**config.mk**
```make
export PLATFORM = sky130hd
export DESIGN_NAME = masked_byte_pattern_scanner_top
export DESIGN_NICKNAME = d
export VERILOG_FILES = /design/src/hw/rtl/mbps_pkg.sv /design/src/hw/rtl/mbps_csr.sv /design/src/hw/rtl/mbps_core.sv /design/src/hw/rtl/mbps_rsp_reg.sv /design/src/hw/rtl/masked_byte_pattern_scanner_top.sv
export SDC_FILE = /design/constraint.sdc
export NUM_CORES = 2
export LEC_CHECK = 0
export ABC_AREA = 1
export BUFFER_PORTS_ARGS = -buffer_cell sky130_fd_sc_hd__buf_2
export CORE_MARGIN = 10
export CORE_UTILIZATION = 60
export CTS_CLUSTER_DIAMETER = 40
export CTS_CLUSTER_SIZE = 8
export DETAILED_ROUTE_END_ITERATION = 10
export PLACE_DENSITY = 0.75
export SETUP_SLACK_MARGIN = 0.02
export SLEW_MARGIN = 20
export SYNTH_ARGS = -nofsm -noshare
export SYNTH_HDL_FRONTEND = slang
export SYNTH_SLANG_ARGS = --single-unit
export TNS_END_PERCENT = 10
```
**constraint.sdc**
```tcl
create_clock -name clock -period 8.6 [get_ports clock]
set_input_delay 1.72 -clock clock [delete_from_list [all_inputs] [get_ports clock]]
set_output_delay 1.72 -clock clock [all_outputs]
set_load 0.1 [all_outputs]
```
**src/hw/rtl/mbps_pkg.sv**
```systemverilog
// Package with the shared constants and types of the masked byte pattern scanner.
package mbps_pkg;

   localparam int MAX_PATTERN = 16;
   localparam int LEN_W       = $clog2(MAX_PATTERN + 1);
   localparam int WIN_IDX_W   = $clog2(MAX_PATTERN);
   localparam int ADDR_W      = 64;
   localparam int CSR_IDX_W   = 3;
   localparam int CSR_DATA_W  = 64;
   localparam int MASK_W      = 16;

   typedef enum logic [CSR_IDX_W-1:0] {
      CSR_BASE_ADDRESS   = 3'd0,
      CSR_PATTERN_LOW    = 3'd1,
      CSR_PATTERN_HIGH   = 3'd2,
      CSR_MASK_BITS      = 3'd3,
      CSR_PATTERN_LENGTH = 3'd4,
      CSR_FIND_ALL       = 3'd5
   } csr_index_type;

   typedef struct packed {
      logic [ADDR_W-1:0]                base_address;
      logic [MAX_PATTERN-1:0][7:0]      pattern;
      logic [MASK_W-1:0]                mask_bits;
      logic [LEN_W-1:0]                 pattern_length;
      logic                             find_all;
   } scan_cfg_type;

   typedef struct packed {
      logic [ADDR_W-1:0] match_address;
      logic              found;
      logic              done_res;
   } scan_result_type;

endpackage

```
**src/hw/rtl/mbps_csr.sv**
```systemverilog
// Configuration registers of the masked byte pattern scanner.
module mbps_csr (
   input  logic                               clock,
   input  logic                               reset,
   input  logic                               csr_valid,
   output logic                               csr_ready,
   input  logic [mbps_pkg::CSR_IDX_W-1:0]     csr_index,
   input  logic [mbps_pkg::CSR_DATA_W-1:0]    csr_wdata,
   output mbps_pkg::scan_cfg_type             cfg
);

   logic [mbps_pkg::ADDR_W-1:0]  base_ff;
   logic [63:0]                  pat_low_ff;
   logic [63:0]                  pat_high_ff;
   logic [mbps_pkg::MASK_W-1:0]  mask_ff;
   logic [mbps_pkg::LEN_W-1:0]   len_ff;
   logic                         find_all_ff;
   logic                         wr_en;

   assign csr_ready = 1'b1;
   assign wr_en     = csr_valid && csr_ready;

   always_ff @(posedge clock) begin
      if (reset) begin
         base_ff     <= '0;
         pat_low_ff  <= '0;
         pat_high_ff <= '0;
         mask_ff     <= '1;
         len_ff      <= mbps_pkg::LEN_W'(1);
         find_all_ff <= 1'b1;
      end else if (wr_en) begin
         unique case (csr_index)
            mbps_pkg::CSR_BASE_ADDRESS:   base_ff     <= csr_wdata[mbps_pkg::ADDR_W-1:0];
            mbps_pkg::CSR_PATTERN_LOW:    pat_low_ff  <= csr_wdata[63:0];
            mbps_pkg::CSR_PATTERN_HIGH:   pat_high_ff <= csr_wdata[63:0];
            mbps_pkg::CSR_MASK_BITS:      mask_ff     <= csr_wdata[mbps_pkg::MASK_W-1:0];
            mbps_pkg::CSR_PATTERN_LENGTH: len_ff      <= csr_wdata[mbps_pkg::LEN_W-1:0];
            mbps_pkg::CSR_FIND_ALL:       find_all_ff <= csr_wdata[0];
            default: begin
            end
         endcase
      end
   end

   assign cfg.base_address   = base_ff;
   assign cfg.pattern        = {pat_high_ff, pat_low_ff};
   assign cfg.mask_bits      = mask_ff;
   assign cfg.pattern_length = len_ff;
   assign cfg.find_all       = find_all_ff;

endmodule

```
**src/hw/rtl/mbps_core.sv**
```systemverilog
// Input register, byte window state and masked window compare of the scanner.
module mbps_core (
   input  logic                          clock,
   input  logic                          reset,
   input  mbps_pkg::scan_cfg_type        cfg,
   input  logic                          req_valid,
   output logic                          req_ready,
   input  logic [7:0]                    req_data_byte,
   input  logic                          req_last_byte,
   output logic                          res_valid,
   input  logic                          res_ready,
   output mbps_pkg::scan_result_type     res
);

   logic                                        in_valid_ff;
   logic [7:0]                                  in_byte_ff;
   logic                                        in_last_ff;
   logic [mbps_pkg::MAX_PATTERN-1:0][7:0]       win_ff;
   logic [mbps_pkg::MAX_PATTERN-1:0][7:0]       win_in;
   logic [mbps_pkg::LEN_W-1:0]                  fill_ff;
   logic [mbps_pkg::LEN_W-1:0]                  fill_in;
   logic [mbps_pkg::ADDR_W-1:0]                 pos_ff;
   logic                                        first_ff;
   logic [mbps_pkg::MAX_PATTERN-1:0][7:0]       win_next;
   logic [mbps_pkg::LEN_W-1:0]                  fill_next;
   logic [mbps_pkg::LEN_W-1:0]                  len_eff;
   logic                                        match;
   logic                                        hit;
   logic                                        produce;
   logic                                        advance;

   assign len_eff = (cfg.pattern_length > mbps_pkg::LEN_W'(mbps_pkg::MAX_PATTERN))
                    ? mbps_pkg::LEN_W'(mbps_pkg::MAX_PATTERN) : cfg.pattern_length;

   always_comb begin
      win_next[0] = in_byte_ff;
      for (int k = 1; k < mbps_pkg::MAX_PATTERN; k++) begin
         win_next[k] = win_ff[k-1];
      end
      fill_next = (fill_ff < mbps_pkg::LEN_W'(mbps_pkg::MAX_PATTERN))
                  ? fill_ff + mbps_pkg::LEN_W'(1) : fill_ff;
   end

   always_comb begin
      logic [mbps_pkg::LEN_W-1:0] age;
      match = 1'b1;
      age   = '0;
      for (int i = 0; i < mbps_pkg::MAX_PATTERN; i++) begin
         age = len_eff - mbps_pkg::LEN_W'(1) - mbps_pkg::LEN_W'(i);
         if ((mbps_pkg::LEN_W'(i) < len_eff) && cfg.mask_bits[i]) begin
            if (win_next[age[mbps_pkg::WIN_IDX_W-1:0]] != cfg.pattern[i]) begin
               match = 1'b0;
            end
         end
      end
   end

   assign hit = (len_eff != '0) && (fill_next >= len_eff) && match
                && (cfg.find_all || !first_ff);
   assign produce   = hit || in_last_ff;
   assign res_valid = in_valid_ff && produce;
   assign advance   = in_valid_ff && (res_ready || !produce);
   assign req_ready = !in_valid_ff || advance;

   assign res.match_address = hit ? (cfg.base_address + pos_ff
                              - mbps_pkg::ADDR_W'(len_eff - mbps_pkg::LEN_W'(1))) : '0;
   assign res.found         = hit;
   assign res.done_res      = in_last_ff;

   always_comb begin
      win_in  = win_next;
      fill_in = (hit && cfg.find_all) ? '0 : fill_next;
   end

   always_ff @(posedge clock) begin
      if (reset) begin
         in_valid_ff <= 1'b0;
      end else if (req_ready) begin
         in_valid_ff <= req_valid;
      end
   end

   always_ff @(posedge clock) begin
      if (req_valid && req_ready) begin
         in_byte_ff <= req_data_byte;
         in_last_ff <= req_last_byte;
      end
   end

   always_ff @(posedge clock) begin
      if (reset) begin
         win_ff   <= '0;
         fill_ff  <= '0;
         pos_ff   <= '0;
         first_ff <= 1'b0;
      end else if (advance) begin
         if (in_last_ff) begin
            win_ff   <= '0;
            fill_ff  <= '0;
            pos_ff   <= '0;
            first_ff <= 1'b0;
         end else begin
            win_ff   <= win_in;
            fill_ff  <= fill_in;
            pos_ff   <= pos_ff + mbps_pkg::ADDR_W'(1);
            first_ff <= first_ff || (hit && !cfg.find_all);
         end
      end
   end

endmodule

```
**src/hw/rtl/mbps_rsp_reg.sv**
```systemverilog
// Result register between the compare stage and the result channel.
module mbps_rsp_reg (
   input  logic                          clock,
   input  logic                          reset,
   input  logic                          res_valid,
   output logic                          res_ready,
   input  mbps_pkg::scan_result_type     res,
   output logic                          rsp_valid,
   input  logic                          rsp_ready,
   output logic [mbps_pkg::ADDR_W-1:0]   rsp_match_address,
   output logic                          rsp_found,
   output logic                          rsp_done_res
);

   logic                            valid_ff;
   mbps_pkg::scan_result_type       data_ff;

   assign res_ready = !valid_ff || rsp_ready;

   always_ff @(posedge clock) begin
      if (reset) begin
         valid_ff <= 1'b0;
      end else if (res_ready) begin
         valid_ff <= res_valid;
      end
   end

   always_ff @(posedge clock) begin
      if (res_valid && res_ready) begin
         data_ff <= res;
      end
   end

   assign rsp_valid         = valid_ff;
   assign rsp_match_address = data_ff.match_address;
   assign rsp_found         = data_ff.found;
   assign rsp_done_res      = data_ff.done_res;

endmodule

```
**src/hw/rtl/masked_byte_pattern_scanner_top.sv**
```systemverilog
// Top level of the masked byte pattern scanner.
// The scanner takes one region byte per cycle, a new item every cycle, unless a result stalls.
// An item passes an input register, the masked compare of the 16-byte window, and a
// result register, and its result is offered on the result channel from that result
// register; items that produce no result (no hit and not the last byte) leave
// nothing on the result channel. The result stage holds one finished item while the
// next is compared, and a stalled result stops input only when the compared item also
// has a result. Configuration writes are taken every cycle and must only be made while
// the block is idle. The last byte of a region resets the window, the byte offset and
// the first-hit flag, so the next byte starts a new region at the base address.
module masked_byte_pattern_scanner_top (
   input  logic                                 clock,
   input  logic                                 reset,
   input  logic                                 csr_valid,
   output logic                                 csr_ready,
   input  logic [mbps_pkg::CSR_IDX_W-1:0]       csr_index,
   input  logic [mbps_pkg::CSR_DATA_W-1:0]      csr_wdata,
   input  logic                                 req_valid,
   output logic                                 req_ready,
   input  logic [7:0]                           req_data_byte,
   input  logic                                 req_last_byte,
   output logic                                 rsp_valid,
   input  logic                                 rsp_ready,
   output logic [mbps_pkg::ADDR_W-1:0]          rsp_match_address,
   output logic                                 rsp_found,
   output logic                                 rsp_done_res
);

   mbps_pkg::scan_cfg_type       cfg;
   mbps_pkg::scan_result_type    res;
   logic                         res_valid;
   logic                         res_ready;

   mbps_csr u_csr (
      .clock     (clock),
      .reset     (reset),
      .csr_valid (csr_valid),
      .csr_ready (csr_ready),
      .csr_index (csr_index),
      .csr_wdata (csr_wdata),
      .cfg       (cfg)
   );

   mbps_core u_core (
      .clock         (clock),
      .reset         (reset),
      .cfg           (cfg),
      .req_valid     (req_valid),
      .req_ready     (req_ready),
      .req_data_byte (req_data_byte),
      .req_last_byte (req_last_byte),
      .res_valid     (res_valid),
      .res_ready     (res_ready),
      .res           (res)
   );

   mbps_rsp_reg u_rsp_reg (
      .clock             (clock),
      .reset             (reset),
      .res_valid         (res_valid),
      .res_ready         (res_ready),
      .res               (res),
      .rsp_valid         (rsp_valid),
      .rsp_ready         (rsp_ready),
      .rsp_match_address (rsp_match_address),
      .rsp_found         (rsp_found),
      .rsp_done_res      (rsp_done_res)
   );

endmodule
```
# Word level (Yosys, flattened, before mapping)

Cells that the tools add are included.

Register bits after elaboration: 481
Input bits: 81
Logic and storage cells: 223
Output and inout bits: 69

Magnitude comparators: 35
$add $sub $neg: 21
Eq/ne operators: 21
Multiplexer cells: 71
Reductions and logical operators: 44

Operators by type and width:

| operator                                                    | count |
|---|---|
| binary-select mux 8 bit (select 4 bit)                      | 16 |
| two-way mux 8 bit                                           | 16 |
| inequality test 8 bit                                       | 16 |
| two-way mux 120 bit                                         | 1 |
| less-than comparator 4 x 5 -> 1 bit (second input constant) | 16 |
| adder 64 x 1 -> 64 bit (second input constant)              | 1 |
| adder 64 bit                                                | 1 |
| two-way mux 64 bit                                          | 1 |
| subtractor 64 bit                                           | 1 |
| less-than comparator 4 x 5 -> 1 bit (first input constant)  | 8 |
| two-way mux 1 bit                                           | 33 |
| subtractor 4 bit (second input constant)                    | 8 |
| logical AND 1 bit                                           | 25 |
| less-than comparator 3 x 5 -> 1 bit (first input constant)  | 4 |
| two-way mux 5 bit                                           | 4 |
| subtractor 4 x 3 -> 4 bit (second input constant)           | 4 |
| AND reduction 2 bit                                         | 6 |
| less-than comparator 1 x 5 -> 1 bit (first input constant)  | 2 |
| less-than comparator 2 x 5 -> 1 bit (first input constant)  | 2 |
| subtractor 4 x 1 -> 4 bit (second input constant)           | 2 |
| subtractor 4 x 2 -> 4 bit (second input constant)           | 2 |
| == test 3 x 2 -> 1 bit (second input constant)              | 2 |
| == test 3 bit (second input constant)                       | 2 |
| logical OR 1 bit                                            | 6 |
| other kinds (9)                                             | 13 |

# Logic depth before layout (Yosys ltp)

Word-level depth: 46
Mapped depth: 38
Gate-level depth less buffers: 30

# Modules after synthesis

From an unflattened synthesis, not the netlist that was laid out.

Cells, all modules: 6006
Area, all modules: 36473.7 um2

Modules (own cells, without submodules):

| module       | area an instance (um2) | cells each | times used | seq. area each (um2) |
|---|---|---|---|---|
| mbps_core    | 25986.2                | 4709       | 1          | 4093.9 |
| mbps_csr     | 8458.1                 | 1225       | 1          | 4284.1 |
| mbps_rsp_reg | 2029.4                 | 72         | 1          | 2001.9 |

# Worst setup path before layout

Ideal clock, no wire load.

Path kind: register to register
From: register u_csr.len_ff[4] in the netlist's numbering
To: register u_rsp_reg.data_ff, in the netlist u_rsp_reg.rsp_match_address[46] (data pin)
Clock period less this slack: 7.817 ns
Cell stages (with the launch flop): 23
Setup time: 0.254 ns
Required time: 8.346 ns
Arrival: 7.563 ns
Slack: 0.783 ns
Buffers on the path: 3
Path through: dfxtp_1 -> buf_4 -> inv_2 -> nand2_1 -> buf_2 -> buf_2 -> ha_1 -> nand2_1 -> nand2_1 -> nor2_1 -> fa_1 -> inv_1 -> ha_1 -> a21oi_1 -> o21ai_0 -> a21o_1 -> a21oi_1 -> o21ai_0 -> a21oi_1 -> o21ai_0 -> a31oi_1 -> o21ai_0 -> o21a_1

Longest elaborated chain between the ends: 40
Elaborated cells between the ends (all ways): 137
Those cells by class: add/sub: 18; order compare: 18; eq/ne: 16; mux: 65; reduce/logical: 20

RTL lines:

| element                                                                            | line               | RTL |
|---|---|---|
| start, declared                                                                    | mbps_csr.sv:16     | `logic [mbps_pkg::LEN_W-1:0] len_ff;` |
| start signal, assigned                                                             | mbps_csr.sv:29     | `len_ff <= mbps_pkg::LEN_W'(1);` |
| start signal, assigned                                                             | mbps_csr.sv:37     | `mbps_pkg::CSR_PATTERN_LENGTH: len_ff <= csr_wdata[mbps_pkg::LEN_W-1:0];` |
| > comparator 5 bit                                                                 | mbps_core.sv:32    | `assign len_eff = (cfg.pattern_length > mbps_pkg::LEN_W'(mbps_pkg::MAX_PATTERN))` |
| two-way mux 5 bit (*)                                                              | mbps_core.sv:33    | `? mbps_pkg::LEN_W'(mbps_pkg::MAX_PATTERN) : cfg.pattern_length;` |
| parallel branches: the longest is 38 deep, another holds subtractor 4 x 1 -> 4 bit | --                 |  |
| end signal, assigned                                                               | mbps_rsp_reg.sv:30 | `data_ff <= res;` |
| end, declared                                                                      | mbps_rsp_reg.sv:16 | `mbps_pkg::scan_result_type data_ff;` |

Every way passes the cells marked *. The select of a mux whose other input is x is not followed.
A chain may end at the register's enable or synchronous reset.

# Final worst setup path

From: register u_csr.len_ff[4] in the netlist's numbering
To: output port req_ready

Longest elaborated chain between the ends: 45
Elaborated cells between the ends (all ways): 140
Those cells by class: add/sub: 16; order compare: 18; eq/ne: 16; mux: 65; reduce/logical: 25

RTL lines:

| element                                                                            | line                                  | RTL |
|---|---|---|
| > comparator 5 bit                                                                 | mbps_core.sv:32                       |  |
| two-way mux 5 bit (*)                                                              | mbps_core.sv:33                       |  |
| parallel branches: the longest is 36 deep, another holds subtractor 4 x 1 -> 4 bit | --                                    |  |
| logical AND 1 bit (*)                                                              | mbps_core.sv:58                       | `assign hit = (len_eff != '0) && (fill_next >= len_eff) && match` |
| logical AND 1 bit (*)                                                              | mbps_core.sv:59                       | `&& (cfg.find_all \|\| !first_ff);` |
| logical OR 1 bit (*)                                                               | mbps_core.sv:60                       | `assign produce = hit \|\| in_last_ff;` |
| logical NOT 1 bit (*)                                                              | mbps_core.sv:62                       | `assign advance = in_valid_ff && (res_ready \|\| !produce);` |
| logical OR 1 bit (*)                                                               | mbps_core.sv:62                       |  |
| logical AND 1 bit (*)                                                              | mbps_core.sv:62                       |  |
| logical OR 1 bit (*)                                                               | mbps_core.sv:63                       | `assign req_ready = !in_valid_ff \|\| advance;` |
| end, declared                                                                      | masked_byte_pattern_scanner_top.sv:19 | `output logic req_ready,` |

Marked as above.

==> summary.md <==
| Metric | Value |
|---|---|
| Syn Inst Count | `5,775` |
| Final WL | `142,000 um` |
| Max VDD drop | `0.000189 V` |
| Startpoint types | `register` |
| PortBufs | `148` |
| Setup-failing EPs final | `0` |
| Non-filler cells, final | `6,639` |
| Post-CTS Setup Bufs | `0` |
| Hold_buf cts | `0` |
| Clock transition at path regs | `0.05 ns` |
| Synthesized area per cell | `6.14 um^2` |
| Clk buf depth | `3` |
| Initial Util | `60.3%` |
| Fmax achieved | `132 MHz` |
| Clock Skews | `0.0203 ns` |
| Seq/Total Area, Yosys | `29.3%` |
| Worst EP arrival | `5.84 ns` |
| Final Cycle Share | `87.9%` |
| Final routed DRC violation total | `0` |
| DR vias | `40,200` |
| Crit end category | `output pin` |
| FP Rows | `89` |
| Routability cong. | `1.11` |
| Total power draw | `8.70 mW` |
| Syn Std Cell Area | `35,400 um^2` |
| Leakage | `18.7 nW` |
| Min Tclk post-route | `7.56 ns` |
| Max Transition Viols Final | `0` |
| Share of layout cells above drive strength 1 | `6.84%` |
| Dpl cells | `6,468` |
| Slowest stage delay, CP | `0.55 ns` |
| Drt via density | `6.06` |
| Die Area | `69,200 um^2` |
| Post-synth cell types | `46` |
| Setup TNS | `0 ns` |
| Clk_lat worst skew | `0.65 ns` |
| Tightest Hold Check Type | `reg2reg` |
| GRT Residual Overflow | `0` |
| CTS Buf Count | `95` |
| Most frequent cell on the critical path | `nand2_1` |
| H-tree levels | `3` |
| Minimum hold slack | `0.458 ns` |
| # resized after CTS | `0` |
| EDFF count, synth | `75` |
| Max-Slew Margin vs Limit | `18.1%` |
| Crit path max fanout | `46` |
| Clock Sinks | `481` |
| Hold violation count in the final report | `0` |
| Root Driver | `clkbuf_16` |
| CTS tree | `yes` |
| Boundary Pins | `150` |
| Async S/R FF share, synth | `0%` |
| Synth Warn # | `0` |
| Die X | `263 um` |
| GRT Resource Usage Total | `39.1%` |
| CP required | `6.88 ns` |
| Dpl hpwl | `106,000 um` |
| RSZ-0062 raised after global routing | `false` |
| Critical path class | `reg2out` |
| Initial antenna violation count | `5` |
| WL per Instance | `21.3 um` |
| Main flop type after synthesis | `dfxtp_1` |
| Largest net degree at the start of global routing | `191` |
| Max-Cap Viols | `0` |
| Critical-path cell list | `inv_2, buf_4, nand2_4, ha_1, inv_1, nand2_1, nand2_1, buf_4, nand3_1, nand2_1, nand2_1, nand3_1, nand2_1, nor2_1, nand2_1, nor2_1, o21ai_0, nor2_1, nand2_1, o21bai_2, nand3_1, buf_2` |
| Area grow syn2layout | `11.9%` |
| Initial drt markers | `6,083` |
| Slowest CP cell | `buf_4` |
| Nets | `6,018` |
| PwrDens | `219 nW/um^2` |
| Final ANT Viol Nets | `0` |
| Syn nets | `6,001` |
| Status | `finished clean` |
| Pin slew with the least headroom to its limit | `1.22 ns` |
| Seq cells post-synth | `481` |
| Layout filler cell count | `5,452` |
| First-pass DRT Iterations | `7` |
| Core area | `58,800 um^2` |
| Die height | `263 um` |
| Vias in the first global route | `35,400` |
| First-pass GRT wire length | `212,000 um` |
-- cell usage in the layout (no fill, tap or decap), types with 6 or more instances in the layout --
| cell | instances |
|---|---|
| nand2_2 | 16 |
| or2_2 | 13 |
| o21a_1 | 19 |
| clkbuf_8 | 8 |
| nand3b_1 | 59 |
| xor2_1 | 78 |
| buf_2 | 148 |
| o211ai_1 | 24 |
| o21ai_0 | 295 |
| dfxtp_1 | 405 |
| a31oi_1 | 19 |
| clkinv_2 | 8 |
| a21o_1 | 8 |
| a21oi_1 | 343 |
| nand3_1 | 883 |
| nor2_1 | 582 |
| clkinvlp_4 | 9 |
| o21ai_1 | 10 |
| clkbuf_1 | 20 |
| clkbuf_16 | 99 |
| inv_2 | 10 |
| inv_1 | 638 |
| fa_1 | 62 |
| clkinv_4 | 7 |
| buf_4 | 43 |
| ha_1 | 82 |
| bufinv_16 | 13 |
| nor4_1 | 25 |
| nor3_1 | 37 |
| xnor2_1 | 13 |
| edfxtp_1 | 75 |
| buf_12 | 6 |
| nand4_1 | 24 |
| nand2_1 | 1728 |
-- worst max-delay path: cells and delay by family, from the launching register on --
family                   cells  cell delay (ns)
adder cells (fa/ha/maj)      1             0.27
buffers and inverters        5             1.58
flip-flops                   1             0.45
AND/OR/NAND/NOR             14             2.25
AO/OA/AOI/OAI                2             0.57
-- power by group --
part / total [mW] / switching (mW) / internal, mW
Combinational: 2.44 / 1.78 / 0.662
Clock: 3.82 / 1.28 / 2.54
Sequential: 2.44 / 0.0605 / 2.38
-- logic make-up (layout without fill, tap and decap cells) --
family,Yosys count,count (layout),share of synthesized area (%)
simple gates,3384,3384,40.4
buf+inv,931,1017,10.5
xor+xnor,91,91,2.25
other cells,1,6,0.0106
flops,481,481,29.3
fa+ha+maj,145,145,6.43
compound gates,742,742,11.1
-- cells in the mapped netlist (2+ instances only) --
| master | instances | area (um^2) |
|---|---|---|
| and2_1 | 5 | 31.3 |
| nand3_1 | 883 | 4420 |
| o221a_2 | 2 | 22.5 |
| a21o_1 | 8 | 60.1 |
| nor3_1 | 39 | 195 |
| clkbuf_1 | 155 | 582 |
| nand2_2 | 16 | 100 |
| nor4_1 | 25 | 156 |
| o21ai_1 | 10 | 50.1 |
| fa_1 | 62 | 1240 |
| nand3b_1 | 59 | 443 |
| nand2_1 | 1732 | 6500 |
| a221oi_1 | 4 | 35.0 |
| or2_2 | 13 | 81.3 |
| nor2_4 | 2 | 22.5 |
| clkinv_1 | 3 | 11.3 |
| ha_1 | 83 | 1040 |
| buf_4 | 32 | 240 |
| a311oi_1 | 3 | 26.3 |
| edfxtp_1 | 75 | 2250 |
| inv_2 | 8 | 30.0 |
| buf_1 | 38 | 143 |
| buf_6 | 7 | 78.8 |
| buf_2 | 46 | 230 |
| dfxtp_1 | 406 | 8130 |
| nor2_1 | 584 | 2190 |
| nand4_1 | 24 | 150 |
| inv_1 | 642 | 2410 |
| xor2_1 | 78 | 683 |
| a21oi_1 | 343 | 1720 |
| o21ai_0 | 295 | 1480 |
| o21bai_1 | 5 | 37.5 |
| a31oi_1 | 19 | 119 |
| a21boi_0 | 3 | 22.5 |
| xnor2_1 | 13 | 114 |
| a211oi_1 | 2 | 15.0 |
| o21a_1 | 19 | 143 |
| o211ai_1 | 24 | 180 |
-- registers in the layout, summed over array words and instances (netlist names), 8 cells and up --
register / cells
u_core.pos_ff: 64
u_csr.pat_low_ff: 64
u_rsp_reg.rsp_match_address: 64
u_core.win_ff: 120
u_core.in_byte_ff: 8
u_csr.mask_ff: 16
u_csr.pat_high_ff: 64
u_csr.base_ff: 64
-- final cells by class --
cell class	instances	area, um^2	share of cell area, %
antenna	5	12.5	0.0315
clock buffer	127	2660	6.71
clock inverter	39	592	1.49
inverter	653	2450	6.19
multi-input combinational	4363	21400	54.0
sequential	481	10400	26.2
tap	773	967	2.44
timing repair buffer	198	1190	3.01
-- stage by stage --
| step | utilization (%) | cell area, um^2 | worst slack, ns |
|---|---|---|---|
| 3_3_place_gp | 61.9 | 36400 | 2.08 |
| 5_1_grt | 67.4 | 39700 | 0.792 |
| 6_report | 67.5 | 39700 | 1.04 |
| 2_1_floorplan | - | 35400 | 0.783 |
| 4_1_cts | 67.4 | 39700 | 1.31 |
| 3_5_place_dp | 61.9 | 36400 | 2.01 |
-- layer usage --
| metal | track usage, % | up-vias | part of all wire, % |
|---|---|---|---|
| li1 | - | 18700 | - |
| met1 | 53.1 | 18400 | 40 |
| met2 | 53.5 | 2684 | 39 |
| met3 | 16.2 | 497 | 16 |
| met4 | 16.1 | 2 | 5.1 |
| met5 | 0 | - | 0.013 |
-- final timing paths --
kind	from	to	slack (ns)	cells past startpoint
min	u_core.first_ff	u_core.first_ff	0.46	2
max reg2reg	u_csr.len_ff[4]	u_rsp_reg.rsp_match_address[45]	2.10	24
min reg2reg	u_core.first_ff	u_core.first_ff	0.46	2
max	u_csr.len_ff[4]	req_ready	1.04	22
(Power assumes the default switching activity.)
